<file path="config.mk">
export PLATFORM = sky130hd
export DESIGN_NAME = i2c_master_bit_sequencer_flat
export DESIGN_NICKNAME = d
export VERILOG_FILES = /design/src/hdl/i2cms_pkg.sv /design/src/hdl/i2cms_if.sv /design/src/hdl/i2c_master_bit_sequencer.sv /design/src/flat_wrapper.sv
export SDC_FILE = /design/constraint.sdc
export NUM_CORES = 1
export LEC_CHECK = 0
export ABC_AREA = 1
export BUFFER_PORTS_ARGS = -buffer_cell sky130_fd_sc_hd__buf_2
export CAP_MARGIN = 20
export CORE_MARGIN = 1.5
export CORE_UTILIZATION = 40
export CTS_CLUSTER_SIZE = 25
export DETAILED_ROUTE_END_ITERATION = 8
export PLACE_DENSITY_LB_ADDON = 0.08
export SLEW_MARGIN = 10
export SYNTH_ARGS = -nofsm -noshare
export SYNTH_HDL_FRONTEND = slang
export SYNTH_SLANG_ARGS = --single-unit
</file>
<file path="constraint.sdc">
create_clock -name clk -period 2.2 [get_ports clk]
set_input_delay 0 -clock clk [delete_from_list [all_inputs] [get_ports clk]]
set_output_delay 0 -clock clk [all_outputs]
set_load 0.005 [all_outputs]
</file>
<file path="src/hdl/i2cms_pkg.sv">
// shared types and constants for the i2c master bit sequencer
package i2cms_pkg;

  localparam int BYTE_BITS = 8;
  localparam int CNT_W     = 4;
  localparam int TMO_W     = 3;
  localparam int CFG_W     = 4;
  localparam int CFG_IDX_W = 1;

  localparam logic [CFG_IDX_W-1:0] CFG_ACK_TIMEOUT       = 1'b0;
  localparam logic [CFG_IDX_W-1:0] CFG_RESET_CLOCK_COUNT = 1'b1;

  localparam logic [TMO_W-1:0] ACK_TIMEOUT_RST       = 3'd5;
  localparam logic [CNT_W-1:0] RESET_CLOCK_COUNT_RST = 4'd9;

  typedef enum logic [2:0] {
    K_START     = 3'd0,
    K_STOP      = 3'd1,
    K_SEND      = 3'd2,
    K_WAIT_ACK  = 3'd3,
    K_RECV      = 3'd4,
    K_ACK       = 3'd5,
    K_NACK      = 3'd6,
    K_BUS_RESET = 3'd7
  } kind_t;

  typedef enum logic [1:0] {
    PH_FIRST  = 2'd0,
    PH_SECOND = 2'd1,
    PH_THIRD  = 2'd2,
    PH_FOURTH = 2'd3
  } phase_t;

  typedef struct packed {
    logic                 scl_level;
    logic                 sda_level;
    logic                 sda_released;
    logic                 busy_res;
    logic                 done_res;
    logic [BYTE_BITS-1:0] rx_data;
    logic                 ack_failed;
  } result_t;

endpackage

</file>
<file path="src/hdl/i2cms_if.sv">
// valid/ready channel interfaces for command ticks and pin results
interface i2cms_in_if;
  import i2cms_pkg::*;
  logic                 valid;
  logic                 ready;
  logic                 cmd_valid;
  logic [2:0]           kind;
  logic [BYTE_BITS-1:0] tx_byte;
  logic                 sda_in;

  modport source (output valid, cmd_valid, kind, tx_byte, sda_in, input ready);
  modport sink   (input valid, cmd_valid, kind, tx_byte, sda_in, output ready);
endinterface

interface i2cms_out_if;
  import i2cms_pkg::*;
  logic                 valid;
  logic                 ready;
  logic                 scl_level;
  logic                 sda_level;
  logic                 sda_released;
  logic                 busy_res;
  logic                 done_res;
  logic [BYTE_BITS-1:0] rx_data;
  logic                 ack_failed;

  modport source (output valid, scl_level, sda_level, sda_released, busy_res, done_res,
                  rx_data, ack_failed, input ready);
  modport sink   (input valid, scl_level, sda_level, sda_released, busy_res, done_res,
                  rx_data, ack_failed, output ready);
endinterface

</file>
<file path="src/hdl/i2c_master_bit_sequencer.sv">
// i2c master pin sequencer: one quarter-bit tick in, one pin snapshot out
//
//  channel   dir   payload                                         handshake
//  tick      in    cmd_valid, kind, tx_byte, sda_in                valid/ready
//  pins      out   scl, sda, release, busy, done, rx_data, fail    valid/ready
//  cfg       in    cfg_index, cfg_data                             cfg_we only
//
// one tick per clock while tick ready is high; each accepted transaction advances
// the sequencer one phase and its pin snapshot is registered in the output stage
// a two-entry output stage (result register plus skid) keeps ticks flowing
// while the sink stalls; tick ready drops only when both entries are full
// rst is synchronous: pins idle high, sda driven, sequencer idle, config defaults
module i2c_master_bit_sequencer (
  input  logic                              clk,
  input  logic                              rst,
  input  logic                              cfg_we,
  input  logic [i2cms_pkg::CFG_IDX_W-1:0]   cfg_index,
  input  logic [i2cms_pkg::CFG_W-1:0]       cfg_data,
  i2cms_in_if.sink                          tick,
  i2cms_out_if.source                       pins
);
  import i2cms_pkg::*;

  // configuration
  logic [TMO_W-1:0] ack_timeout;
  logic [CNT_W-1:0] reset_clock_count;

  // sequencer state
  kind_t                active_command, active_command_next;
  phase_t               phase, phase_next;
  logic [CNT_W-1:0]     bit_counter, bit_counter_next;
  logic [BYTE_BITS-1:0] shift_register, shift_register_next;
  logic [TMO_W-1:0]     timeout_counter, timeout_counter_next;
  logic                 scl_reg, scl_reg_next;
  logic                 sda_reg, sda_reg_next;
  logic                 release_reg, release_reg_next;
  logic                 busy_reg, busy_reg_next;
  logic                 fail_reg, fail_reg_next;
  logic                 done_next;

  // output stage
  result_t result_new;
  result_t out_data, skid_data;
  logic    out_valid, skid_valid;

  logic accept, out_fire;
  logic [CNT_W-1:0] lim;

  assign tick.ready = !skid_valid;
  assign accept     = tick.valid && tick.ready;
  assign out_fire   = out_valid && pins.ready;

  // zero limits behave as one
  assign lim = (reset_clock_count == '0) ? CNT_W'(1) : reset_clock_count;

  always_ff @(posedge clk) begin
    if (rst) begin
      ack_timeout       <= ACK_TIMEOUT_RST;
      reset_clock_count <= RESET_CLOCK_COUNT_RST;
    end else if (cfg_we) begin
      case (cfg_index)
        CFG_ACK_TIMEOUT:       ack_timeout       <= cfg_data[TMO_W-1:0];
        CFG_RESET_CLOCK_COUNT: reset_clock_count <= cfg_data;
        default: ;
      endcase
    end
  end

  // one phase of the sequence per tick
  always_comb begin
    active_command_next  = active_command;
    phase_next           = phase;
    bit_counter_next     = bit_counter;
    shift_register_next  = shift_register;
    timeout_counter_next = timeout_counter;
    scl_reg_next         = scl_reg;
    sda_reg_next         = sda_reg;
    release_reg_next     = release_reg;
    busy_reg_next        = busy_reg;
    fail_reg_next        = fail_reg;
    done_next            = 1'b0;

    // new command only when idle; ignored while busy
    if (!busy_reg && tick.cmd_valid) begin
      active_command_next = kind_t'(tick.kind);
      phase_next          = PH_FIRST;
      bit_counter_next    = '0;
      busy_reg_next       = 1'b1;
      case (kind_t'(tick.kind))
        K_SEND: shift_register_next = tick.tx_byte;
        K_RECV: shift_register_next = '0;
        K_WAIT_ACK: begin
          timeout_counter_next = (ack_timeout == '0) ? TMO_W'(1) : ack_timeout;
          fail_reg_next        = 1'b0;
        end
        default: ;
      endcase
    end

    if (busy_reg_next) begin
      case (active_command_next)
        K_START: begin
          case (phase_next)
            PH_FIRST: begin
              sda_reg_next = 1'b1; scl_reg_next = 1'b1; release_reg_next = 1'b0;
              phase_next = PH_SECOND;
            end
            PH_SECOND: begin
              sda_reg_next = 1'b0; phase_next = PH_THIRD;
            end
            default: begin
              scl_reg_next = 1'b0;
              busy_reg_next = 1'b0; done_next = 1'b1;
              phase_next = PH_FIRST; bit_counter_next = '0;
            end
          endcase
        end
        K_STOP: begin
          case (phase_next)
            PH_FIRST: begin
              scl_reg_next = 1'b0; sda_reg_next = 1'b0; release_reg_next = 1'b0;
              phase_next = PH_SECOND;
            end
            PH_SECOND: begin
              scl_reg_next = 1'b1; phase_next = PH_THIRD;
            end
            default: begin
              sda_reg_next = 1'b1;
              busy_reg_next = 1'b0; done_next = 1'b1;
              phase_next = PH_FIRST; bit_counter_next = '0;
            end
          endcase
        end
        K_SEND: begin
          case (phase_next)
            PH_FIRST: begin
              if (bit_counter_next >= CNT_W'(BYTE_BITS)) begin
                busy_reg_next = 1'b0; done_next = 1'b1;
                phase_next = PH_FIRST; bit_counter_next = '0;
              end else begin
                scl_reg_next = 1'b0; release_reg_next = 1'b0;
                phase_next = PH_SECOND;
              end
            end
            PH_SECOND: begin
              sda_reg_next        = shift_register_next[BYTE_BITS-1];
              shift_register_next = {shift_register_next[BYTE_BITS-2:0], 1'b0};
              phase_next          = PH_THIRD;
            end
            PH_THIRD: begin
              scl_reg_next     = 1'b1;
              bit_counter_next = bit_counter_next + CNT_W'(1);
              phase_next = (bit_counter_next >= CNT_W'(BYTE_BITS)) ? PH_FOURTH : PH_FIRST;
            end
            default: begin
              scl_reg_next = 1'b0; phase_next = PH_FIRST;
            end
          endcase
        end
        K_WAIT_ACK: begin
          case (phase_next)
            PH_FIRST: begin
              release_reg_next = 1'b1; phase_next = PH_SECOND;
            end
            PH_SECOND: begin
              scl_reg_next = 1'b1; phase_next = PH_THIRD;
            end
            PH_THIRD: begin
              if (!tick.sda_in) begin
                scl_reg_next = 1'b0; phase_next = PH_FOURTH;
              end else if (timeout_counter_next <= TMO_W'(1)) begin
                // timeout: flag failure and fall into the stop sequence
                timeout_counter_next = '0;
                fail_reg_next        = 1'b1;
                scl_reg_next = 1'b0; sda_reg_next = 1'b0; release_reg_next = 1'b0;
                active_command_next  = K_STOP;
                phase_next           = PH_SECOND;
              end else begin
                timeout_counter_next = timeout_counter_next - TMO_W'(1);
              end
            end
            default: begin
              release_reg_next = 1'b0;
              busy_reg_next = 1'b0; done_next = 1'b1;
              phase_next = PH_FIRST; bit_counter_next = '0;
            end
          endcase
        end
        K_RECV: begin
          if (phase_next == PH_FIRST) begin
            if (bit_counter_next >= CNT_W'(BYTE_BITS)) begin
              release_reg_next = 1'b0;
              busy_reg_next = 1'b0; done_next = 1'b1;
              phase_next = PH_FIRST; bit_counter_next = '0;
            end else begin
              release_reg_next    = 1'b1;
              shift_register_next = {shift_register_next[BYTE_BITS-2:0], 1'b0};
              scl_reg_next        = 1'b1;
              phase_next          = PH_SECOND;
            end
          end else begin
            shift_register_next[0] = shift_register_next[0] | tick.sda_in;
            scl_reg_next     = 1'b0;
            bit_counter_next = bit_counter_next + CNT_W'(1);
            phase_next       = PH_FIRST;
          end
        end
        K_ACK, K_NACK: begin
          case (phase_next)
            PH_FIRST: begin
              sda_reg_next     = (active_command_next == K_ACK) ? 1'b0 : 1'b1;
              release_reg_next = 1'b0;
              phase_next       = PH_SECOND;
            end
            PH_SECOND: begin
              scl_reg_next = 1'b1; phase_next = PH_THIRD;
            end
            PH_THIRD: begin
              scl_reg_next = 1'b0; phase_next = PH_FOURTH;
            end
            default: begin
              if (active_command_next == K_ACK) sda_reg_next = 1'b1;
              busy_reg_next = 1'b0; done_next = 1'b1;
              phase_next = PH_FIRST; bit_counter_next = '0;
            end
          endcase
        end
        default: begin
          // bus reset: clock scl until sda reads high or the pulse limit is hit
          case (phase_next)
            PH_FIRST: begin
              release_reg_next = 1'b1; scl_reg_next = 1'b1; phase_next = PH_SECOND;
            end
            PH_SECOND: begin
              scl_reg_next     = 1'b0;
              bit_counter_next = bit_counter_next + CNT_W'(1);
              phase_next       = PH_THIRD;
            end
            default: begin
              if (tick.sda_in || bit_counter_next >= lim) begin
                busy_reg_next = 1'b0; done_next = 1'b1;
                phase_next = PH_FIRST; bit_counter_next = '0;
              end else begin
                scl_reg_next = 1'b1; phase_next = PH_SECOND;
              end
            end
          endcase
        end
      endcase
    end

    result_new.scl_level    = scl_reg_next;
    result_new.sda_level    = sda_reg_next;
    result_new.sda_released = release_reg_next;
    result_new.busy_res     = busy_reg_next;
    result_new.done_res     = done_next;
    result_new.rx_data      = shift_register_next;
    result_new.ack_failed   = fail_reg_next;
  end

  // state advances only on an accepted tick transaction
  always_ff @(posedge clk) begin
    if (rst) begin
      active_command  <= K_START;
      phase           <= PH_FIRST;
      bit_counter     <= '0;
      shift_register  <= '0;
      timeout_counter <= '0;
      scl_reg         <= 1'b1;
      sda_reg         <= 1'b1;
      release_reg     <= 1'b0;
      busy_reg        <= 1'b0;
      fail_reg        <= 1'b0;
    end else if (accept) begin
      active_command  <= active_command_next;
      phase           <= phase_next;
      bit_counter     <= bit_counter_next;
      shift_register  <= shift_register_next;
      timeout_counter <= timeout_counter_next;
      scl_reg         <= scl_reg_next;
      sda_reg         <= sda_reg_next;
      release_reg     <= release_reg_next;
      busy_reg        <= busy_reg_next;
      fail_reg        <= fail_reg_next;
    end
  end

  // result register with skid entry
  always_ff @(posedge clk) begin
    if (rst) begin
      out_valid  <= 1'b0;
      skid_valid <= 1'b0;
    end else if (out_fire || !out_valid) begin
      if (skid_valid) begin
        out_valid  <= 1'b1;
        skid_valid <= 1'b0;
      end else begin
        out_valid  <= accept;
      end
    end else if (accept) begin
      skid_valid <= 1'b1;
    end
  end

  always_ff @(posedge clk) begin
    if (out_fire || !out_valid) begin
      if (skid_valid) out_data <= skid_data;
      else if (accept) out_data <= result_new;
    end else if (accept) begin
      skid_data <= result_new;
    end
  end

  assign pins.valid        = out_valid;
  assign pins.scl_level    = out_data.scl_level;
  assign pins.sda_level    = out_data.sda_level;
  assign pins.sda_released = out_data.sda_released;
  assign pins.busy_res     = out_data.busy_res;
  assign pins.done_res     = out_data.done_res;
  assign pins.rx_data      = out_data.rx_data;
  assign pins.ack_failed   = out_data.ack_failed;

endmodule

</file>
<file path="src/flat_wrapper.sv">
// flat-port wrapper written by rule: the top's interface ports become plain ports
module i2c_master_bit_sequencer_flat import i2cms_pkg::*;
  (clk, rst, cfg_we, cfg_index, cfg_data, tick_valid, tick_cmd_valid, tick_kind, tick_tx_byte, tick_sda_in, tick_ready, pins_valid, pins_scl_level, pins_sda_level, pins_sda_released, pins_busy_res, pins_done_res, pins_rx_data, pins_ack_failed, pins_ready);
  i2cms_in_if tick_i ();
  i2cms_out_if pins_i ();
  input  logic clk;
  input  logic rst;
  input  logic cfg_we;
  input  logic [i2cms_pkg::CFG_IDX_W-1:0] cfg_index;
  input  logic [i2cms_pkg::CFG_W-1:0] cfg_data;
  input wire logic [$bits(tick_i.valid)-1:0] tick_valid;
  input wire logic [$bits(tick_i.cmd_valid)-1:0] tick_cmd_valid;
  input wire logic [$bits(tick_i.kind)-1:0] tick_kind;
  input wire logic [$bits(tick_i.tx_byte)-1:0] tick_tx_byte;
  input wire logic [$bits(tick_i.sda_in)-1:0] tick_sda_in;
  output wire logic [$bits(tick_i.ready)-1:0] tick_ready;
  output wire logic [$bits(pins_i.valid)-1:0] pins_valid;
  output wire logic [$bits(pins_i.scl_level)-1:0] pins_scl_level;
  output wire logic [$bits(pins_i.sda_level)-1:0] pins_sda_level;
  output wire logic [$bits(pins_i.sda_released)-1:0] pins_sda_released;
  output wire logic [$bits(pins_i.busy_res)-1:0] pins_busy_res;
  output wire logic [$bits(pins_i.done_res)-1:0] pins_done_res;
  output wire logic [$bits(pins_i.rx_data)-1:0] pins_rx_data;
  output wire logic [$bits(pins_i.ack_failed)-1:0] pins_ack_failed;
  input wire logic [$bits(pins_i.ready)-1:0] pins_ready;
  assign tick_i.valid = tick_valid;
  assign tick_i.cmd_valid = tick_cmd_valid;
  assign tick_i.kind = tick_kind;
  assign tick_i.tx_byte = tick_tx_byte;
  assign tick_i.sda_in = tick_sda_in;
  assign tick_ready = tick_i.ready;
  assign pins_valid = pins_i.valid;
  assign pins_scl_level = pins_i.scl_level;
  assign pins_sda_level = pins_i.sda_level;
  assign pins_sda_released = pins_i.sda_released;
  assign pins_busy_res = pins_i.busy_res;
  assign pins_done_res = pins_i.done_res;
  assign pins_rx_data = pins_i.rx_data;
  assign pins_ack_failed = pins_i.ack_failed;
  assign pins_i.ready = pins_ready;
  i2c_master_bit_sequencer u_core (.clk(clk), .rst(rst), .cfg_we(cfg_we), .cfg_index(cfg_index), .cfg_data(cfg_data), .tick(tick_i), .pins(pins_i));
endmodule
</file>
# == Word-level counts from Yosys, hierarchy flattened ==
# Index checks and enable logic that the tools add are counted.
# word_totals
ff_bits,62
input_bits,23
elab_cells,183
# classes
addsub,2
magnitude_cmp,4
n_eq_ne,11
n_mux,109
bitwise,3
reduce_logical,26
# op_table
operator,n
$mux W1,49
$mux W3,14
$mux W4,8
$mux W8,4
$pmux W8 S2,2
$mux W14,2
$pmux W2 S3,3
$pmux W1 S2,8
$pmux W4 S2,2
$pmux W4 S4,1
$eq A3 B2 Y1 const B,4
$eq A3 B3 Y1 const B,4
$pmux W1 S3,4
$reduce_or A2 Y1,6
$mux W2,5
$pmux W2 S5,1
$ge A4 B4 Y1 const B,2
$pmux W2 S2,2
$reduce_and A2 Y1,4
$mux W7,1
$logic_not A3 Y1,2
$pmux W1 S6,1
$reduce_or A3 Y1,2
$pmux W1 S5,1
17 further kinds,23

# == Depth between registers and ports, before layout ==
# Gate-level depths: netlist of the first run.
# logic_depth
depth_word,12
depth_mapped,18

# == Worst setup path before layout of the first run ==
# No wires, ideal clock.
# synth_path
path_kind,reg2reg
from,register u_core.busy_reg
to,register u_core.out_data (netlist bit u_core.pins.scl_level) (data pin)
setup_time_ps,253
arrival_time_ps,1975
required_time_ps,1947
path_slack_ps,-28
stages_incl_launch_ff,16
n_path_buf,3
path_cell_list,dfxtp_1 inv_2 nand2_4 buf_6 nand2_1 buf_2 ha_1 inv_1 buf_2 nor2_1 o21ai_0 nand2_1 nor2_1 nand3_1 nand3_1 nand2_1
# synth_between
elab_chain_len,11
# synth_lines
element,line_no,text
start: declaration,i2c_master_bit_sequencer.sv:37,"logic busy_reg, busy_reg_next;"
start signal: assignment,i2c_master_bit_sequencer.sv:283,busy_reg <= busy_reg_next;
$logic_not A1 Y1,i2c_master_bit_sequencer.sv:84,if (!busy_reg && tick.cmd_valid) begin
$logic_and A1 B1 Y1,i2c_master_bit_sequencer.sv:84,
$mux W4 or $mux W3 (tied branches),i2c_master_bit_sequencer.sv:84,
$ge A4 B4 Y1 or $le A3 B1 Y1 (tied branches),"i2c_master_bit_sequencer.sv:240, i2c_master_bit_sequencer.sv:171",
$logic_or A1 B1 Y1 or $mux W1 (tied branches),"i2c_master_bit_sequencer.sv:240, i2c_master_bit_sequencer.sv:171",
$mux W1 (on tied branches),"i2c_master_bit_sequencer.sv:240, i2c_master_bit_sequencer.sv:169",
$pmux W1 S2 (on tied branches),"i2c_master_bit_sequencer.sv:230, i2c_master_bit_sequencer.sv:161",
$pmux W1 S6,i2c_master_bit_sequencer.sv:101,case (active_command_next)
$mux W1 *,i2c_master_bit_sequencer.sv:100,if (busy_reg_next) begin
$mux W14 *,i2c_master_bit_sequencer.sv:308,else if (accept) out_data <= result_new;
$mux W14 *,i2c_master_bit_sequencer.sv:307,if (skid_valid) out_data <= skid_data;
end signal: assignment,i2c_master_bit_sequencer.sv:307,
end signal: assignment,i2c_master_bit_sequencer.sv:308,
end: declaration,i2c_master_bit_sequencer.sv:43,"result_t out_data, skid_data;"
# Every way passes the cells marked *; elsewhere a longest branch is shown, timed or not. The select of a mux whose other input is x is not followed.
# A chain may end at the register's enable or synchronous reset.

# == Final worst setup path of the first run ==
# layout_path
from,register u_core.busy_reg
to,register u_core.out_data (netlist bit u_core.pins.busy_res) (data pin)
# layout_between
elab_chain_len,11
# layout_lines
element,line_no,text
$logic_not A1 Y1,i2c_master_bit_sequencer.sv:84,
$logic_and A1 B1 Y1,i2c_master_bit_sequencer.sv:84,
$mux W4,i2c_master_bit_sequencer.sv:84,
$ge A4 B4 Y1,i2c_master_bit_sequencer.sv:240,if (tick.sda_in || bit_counter_next >= lim) begin
$logic_or A1 B1 Y1,i2c_master_bit_sequencer.sv:240,
$mux W1,i2c_master_bit_sequencer.sv:240,
$mux W1,i2c_master_bit_sequencer.sv:230,case (phase_next)
$pmux W1 S3,i2c_master_bit_sequencer.sv:101,
$mux W1 *,i2c_master_bit_sequencer.sv:100,
net u_core.busy_reg_next,i2c_master_bit_sequencer.sv:37,
$mux W14 *,i2c_master_bit_sequencer.sv:308,
$mux W14 *,i2c_master_bit_sequencer.sv:307,
# The timed path passes the listed nets; every way through them passes the cells marked *. The select of a mux whose other input is x is not followed.

==> run metrics, run 1 <==
Fmax 469 MHz; final-report hold violation count 0; Num CTS Buffers 9; number of synthesized flops with an enable pin 28; number of buffers added on ports 38; worst setup path category reg -> reg; Largest register FFs 14; sequential share of power 38.7%; routed length on met2 5200 µm; DR vias 3866; M1 WL just under 5000 µm; post-route minimum period about 2.1 ns; clk slew on worst S/H paths 0.08 ns; CTS tree built; Leak between 0.002 and 0.0025 µW; drt drc 0; Mapped Nets 556; worst-margin pin slew 0.536 ns; Die Height 101 µm; Syn Inst Count 523; Clk pwr share between 30% and 40%; status completed; Max Cap Violations 0; GRT Util Overall around 23%; # setup viols final 0; Diodes inserted 0; flops & latches, synth 62; # H-tree levels 3; nets 645; FP Rows 35; global-route wire length before repair ~18000 µm; highest ir drop seen on vdd 0.000318 V; sw frac 29.4%; setup TNS 0 ns; synthesized area 3840 µm²; vias in the first global route approximately 3.7k; Crit. End Element register; fraction of layout cells with a size suffix above 1 a little under a third; first-pass iteration count of the detailed router 5; DRT antenna net count 0; critical path data required time 2.42 ns; num ports 39; Final GP Congestion 0.966; drt first-iter violations 190; Final Max Slew Viols 0; Core ar. 9280 µm²; die width 101 µm; Final Power 3480 µW; yosys warns 0; relative slew slack between 60% and 70%; overall routed net length between 10000 and 15000 µm; flop2flop setup slack 0.07 ns; area grow syn2layout 31.5%; Worst Hold Class in -> reg; ys async rst share 0%; DPL Wire Length 8140 µm; Most used DFF post-synth dfxtp_1; max layer used met4; CTS sink cnt 62; startpoint class of the critical path register; Int Power between 2000 and 2500 µW; initial cell density of the core 41.4%; RSZ-0062 raised after global routing true; Max Buffers Root-to-Sink 2; final period utilization between 90% and 100%; net switching power 1020 µW; combinational power share approximately 25%; wire per inst around 15 µm; clk root buf clkbuf_8; Critical Path AT around 2.4 ns; Clk Latency, worst-skew pair 0.35 ns; area of the die 10200 µm²; global route overflow 0; worst-path fanout max 7; DR vias/cell 5.18; largest register by flop count u_core.skid_data; fraction of the yosys area taken by sequential cells 39.6%; wire length on met3 roughly 460 µm; initial antenna violation count 0; Distinct cells, synth 42; P per Cell Area a little under 700 nW/µm²; largest net degree at the start of global routing 26; clock skew 0.0134 ns; syn_area_per_cell 7.35 µm²
-- cells by family (layout without fill, tap and decap cells) --
family / after synthesis / count (layout) / synth area share, %
fa+ha+maj: 10 / 10 / 3.26
xor+xnor: 1 / 1 / 0.228
buf+inv: 102 / 196 / 10.3
compound gates: 126 / 126 / 20.6
simple gates: 222 / 222 / 26.0
flops: 62 / 62 / 39.6
-- power groups by stage --
stage                     Combinational, µW  Sequential (µW)  Clock (µW)
final                                   862             1340        1270
after global routing                    964             1350        1350
after CTS                               773             1340        1300
after detailed placement                748             1370           0
after global placement                  742             1370           0
after floorplan                         487             1360           0
-- critical path: stages (launching register included) --
cell and delay [ns]:
dfxtp_2 0.33, inv_4 0.07, nand2_8 0.07, buf_4 0.15
nand2_4 0.05, inv_2 0.05, ha_4 0.24, nand4_1 0.09
nand4_1 0.15, buf_4 0.17, buf_4 0.12, nand3_2 0.07
nand3_4 0.10, nor2_4 0.14, inv_2 0.08, o21ai_2 0.10
-- layout make-up --
class,count,area (µm²)
fillers,940,4230
multi-input cells,359,2160
flip-flops and latches,62,1520
repair buffers,93,631
inverters,87,334
well taps,129,161
clock buffers,12,155
clock inverters,4,93.8
-- cell usage in the layout (no fill, tap or decap), drive strengths merged, types with 4 or more instances in the layout --
| cell type | n |
|---|---|
| nand3 | 43 |
| o21ai | 53 |
| o22ai | 11 |
| nand4 | 4 |
| inv | 86 |
| a31oi | 9 |
| nand2 | 123 |
| edfxtp | 28 |
| o31ai | 4 |
| dfxtp | 34 |
| dlygate4sd3 | 8 |
| nor2 | 47 |
| a22oi | 4 |
| clkbuf | 12 |
| ha | 10 |
| buf | 85 |
| o211ai | 7 |
| a21oi | 31 |
-- what timing repair did --
| action | CTS | global route |
|---|---|---|
| hold endpoints to repair | 9 | 0 |
| pin swaps | 7 | 21 |
| gates resized for setup | 7 | 59 |
| buffers inserted | 2 | 8 |
| hold buffers | 8 | 0 |
| endpoints found under the setup margin | 2 | 43 |
-- worst paths after layout --
check,startpoint,to,cells after the start
worst min-delay path,cfg_we,u_core.ack_timeout[0]$_SDFFE_PP1P_,5
worst max-delay path,u_core.busy_reg$_SDFFE_PP0P_,u_core.pins.busy_res$_DFFE_PP_,15
worst min register to register,u_core.timeout_counter[1]$_SDFFE_PP0P_,u_core.timeout_counter[1]$_SDFFE_PP0P_,2
worst max register to register,u_core.busy_reg$_SDFFE_PP0P_,u_core.pins.busy_res$_DFFE_PP_,15
-- routing by layer --
metal	track usage, %	vias to the layer above
li1	-	1928
met1	28.4	1787
met2	38.1	116
met3	4.44	35
met4	12.1	0
met5	0	-
-- cell usage after synthesis (2+ instances only) --
cell        n  share of area [%]
nand2_1   113                 11
inv_1      75                7.3
nor2_1     42                4.1
nand3_1    39                5.1
dfxtp_1    34                 18
a21oi_1    30                3.9
edfxtp_1   28                 22
o21ai_0    24                3.1
o21ai_1    21                2.7
inv_2      11                1.1
ha_1       10                3.3
a31oi_1     9                1.5
clkbuf_1    9               0.88
o22ai_1     9                1.5
nand2_2     8                1.3
o211ai_1    7                1.4
o21ai_2     6                1.4
buf_2       4               0.52
nand4_1     4               0.65
a22oi_1     3               0.59
nor2_2      3               0.49
nor3_1      3               0.39
o21bai_1    3               0.59
o31ai_1     3               0.59
nand2_4     2               0.59
nand3_2     2               0.52
nand3_4     2               0.91
nand3b_1    2               0.39
nor2_4      2               0.59
o21ai_4     2               0.85
o22ai_2     2               0.65
-- stage by stage --
| stage | setup WS, ns | cell area (µm²) | hold slack, ns | utilization [%] | cells |
|---|---|---|---|---|---|
| 2_1_floorplan | 0.00588 | 3850 | 0.113 | - | 523 |
| 3_3_place_gp | 0.00177 | 4400 | 0.222 | 47.4 | 712 |
| 3_5_place_dp | -0.0821 | 4400 | 0.225 | 47.4 | 712 |
| 4_1_cts | -0.0249 | 4770 | 0.0142 | 51.3 | 738 |
| 5_1_grt | -0.118 | 5050 | 0.0499 | 54.4 | 746 |
| 6_report | 0.0657 | 5050 | 0.0271 | 54.4 | 746 |
Note: power is estimated with default switching activity, not from simulation.
==> inputs of run 2 (changes only) <==
--- a/config.mk
+++ b/config.mk
@@ -9,10 +9,12 @@
 export BUFFER_PORTS_ARGS = -buffer_cell sky130_fd_sc_hd__buf_2
 export CAP_MARGIN = 20
 export CORE_MARGIN = 1.5
-export CORE_UTILIZATION = 40
+export CORE_UTILIZATION = 54
+export CTS_BUF_LIST = sky130_fd_sc_hd__clkbuf_16
 export CTS_CLUSTER_SIZE = 25
 export DETAILED_ROUTE_END_ITERATION = 8
 export PLACE_DENSITY_LB_ADDON = 0.08
+export SKIP_CTS_REPAIR_TIMING = 1
 export SLEW_MARGIN = 10
 export SYNTH_ARGS = -nofsm -noshare
 export SYNTH_HDL_FRONTEND = slang
==> run 2 against run 1 <==
The run now ends with negative hold slack, negative setup slack left. First-iteration DRC count up 44%. Sequential cell count did not move. Clock skew down 0.0052 ns. Clock power increased by 11%. Utilization rose by 16 points. Critical path type unchanged. Sequential share of layout area grew 1.5 points. Clock-buffer cell count decreased by 3. Cell area fell by 4.9%. Critical path depth is 2 lower.
==> run metrics, run 2 (synthesized netlist as in run 1, its figures left out) <==
# setup viols final 1 (was 0); Max Cap Violations 0 (unchanged); initial antenna violation count 0 (unchanged); clk slew on worst S/H paths 0.06 ns (was 0.08 ns); relative slew slack 36.7% (was 64.2%); Num CTS Buffers 9 (unchanged); status complete, but fails checks (was completed); area of the die 7630 µm² (was 10200 µm²); number of buffers added on ports 38 (unchanged); commonest cells after routing, fill and taps aside nand2_1 (110), inv_1 (73), nor2_1 (41) (was nand2_1 (97), inv_1 (70), buf_4 (45)); Critical Path AT 2.39 ns (was 2.35 ns); largest register by flop count u_core.skid_data (unchanged); Final Core Density 70.4% (was 54.4%); Crit. End Element register (unchanged); Post-Layout Cell Count 699 (was 746); fraction of layout cells with a size suffix above 1 25.0% (was 30.5%); Diodes inserted 0 (unchanged); worst-path fanout max 7 (unchanged); CTS sink cnt 62 (unchanged); failing checks negative hold slack, negative setup slack; CTS tree built (unchanged); overall routed net length 10800 µm (was 10900 µm); critical path data required time 2.38 ns (was 2.42 ns); nets 631 (was 645); wire per inst 15.5 µm (was 14.7 µm); pre-CTS setup slack 0.0285 ns (was -0.0821 ns); Fmax 453 MHz (was 469 MHz); Hold Startpoint pins_ready (was cfg_we); P per Cell Area 739 nW/µm² (was 688 nW/µm²); CP startpoint u_core.busy_reg$_SDFFE_PP0P_ (unchanged); Core ar. 6830 µm² (was 9280 µm²); RSZ-0062 raised after global routing true (unchanged); final-report hold violation count 2 (was 0); area grow syn2layout 25.1% (was 31.5%); DR vias 3891 (was 3866); worst-margin pin slew 0.946 ns (was 0.536 ns); Hold WS -0.0359 ns (was 0.0271 ns); worst setup path category reg -> reg (unchanged); Final GP Congestion 1.01 (was 0.966); first-pass iteration count of the detailed router 5 (unchanged); DR vias/cell 5.57 (was 5.18); Worst Hold Class in -> reg (unchanged); largest net degree at the start of global routing 29 (was 26); final period utilization 100% (was 97.0%); Fill cells 604 (was 940); clk root buf clkbuf_16 (was clkbuf_8); final worst setup slack -0.00610 ns (was 0.0657 ns); flop2flop setup slack -0.006 ns (was 0.07 ns); startpoint class of the critical path register (unchanged); num ports 39 (unchanged); post-route minimum period 2.21 ns (was 2.13 ns); global route overflow 0 (unchanged); Clk Latency, worst-skew pair 0.33 ns (was 0.35 ns); drt first-iter violations 274 (was 190); Final Max Slew Viols 0 (unchanged); clock skew 0.00814 ns (was 0.0134 ns); FF-to-FF Start u_core.busy_reg$_SDFFE_PP0P_ (unchanged); DPL Wire Length 7700 µm (was 8140 µm); DRT antenna net count 0 (unchanged); highest ir drop seen on vdd 0.000374 V (was 0.000318 V); initial cell density of the core 56.3% (was 41.4%); drt drc 0 (unchanged); FP Rows 30 (was 35); area of the multi-input gates 2020 µm² (was 2160 µm²); Leak 0.00231 µW (was 0.00238 µW); global-route wire length before repair 17000 µm (was 18000 µm); commonest non-fill, non-tap cell in the layout nand2_1 (unchanged); Register Area 1520 µm² (unchanged); Max Buffers Root-to-Sink 2 (unchanged); Placed Cells incl. Taps 670 (was 712); Largest register FFs 14 (unchanged); die width 87.4 µm (was 101 µm); vias in the first global route 3618 (was 3660); GRT Util Overall 29.1% (was 23.0%); # H-tree levels 3 (unchanged); Die Height 87.4 µm (was 101 µm)
run 2: cell count changes in the layout (fill, tap and decap cells not counted), moves of 4 or more:
cell	before	now
dlygate4sd3_1	8	4
nand2_1	97	110
clkbuf_16	0	9
buf_4	45	36
clkbuf_8	11	0
nand2_2	21	9
run 2: routing by layer:
layer  global-route usage (%)  share of wire [%]
met1                     35.5                 42
met2                     50.3                 49
met3                     4.45                6.1
met4                     13.3                2.8
met5                        0                  0
run 2: per-stage QoR:
stage	setup TNS, ns	power (µW)	area (µm²)
global placement	0	2070	4300
global route	-0.600	3710	4810
CTS	0	3490	4590
finish	-0.00610	3550	4810
floorplan	0	1850	3850
detailed placement	0	2080	4300
run 2: power breakdown:
group | total, µW | switching, µW | leakage, µW | internal (µW)
Combinational | 798 | 505 | 0.00161 | 292
Clock | 1410 | 530 | 0.000150 | 880
Sequential | 1350 | 40.8 | 0.000550 | 1310
Total | 3550 | 1080 | 0.00231 | 2480
run 2: worst paths after layout:
path	end	cells after the start
setup / recovery	u_core.pins.busy_res$_DFFE_PP_	13
hold / removal	u_core.skid_valid$_SDFFE_PP0P_	4
setup reg to reg	u_core.pins.busy_res$_DFFE_PP_	13
hold reg to reg	u_core.timeout_counter[1]$_SDFFE_PP0P_	2
run 2: final cells by class:
cell class	count	area share (%)
well taps	96	2.50
repair buffers	79	10.6
flip-flops and latches	62	31.7
clock buffers	9	4.68
multi-input cells	359	42.1
inverters	87	6.95
clock inverters	7	1.51
run 2: critical path: stages (launching register included):
cell and delay, ns:
dfxtp_2 0.33, inv_4 0.08, nand2_8 0.09, nand2_4 0.10, inv_2 0.07, ha_1 0.33
a21oi_1 0.14, nand4_1 0.15, buf_4 0.17, nand3_1 0.11, nand3_2 0.14, nor2_2 0.17
inv_2 0.08, o21ai_2 0.10
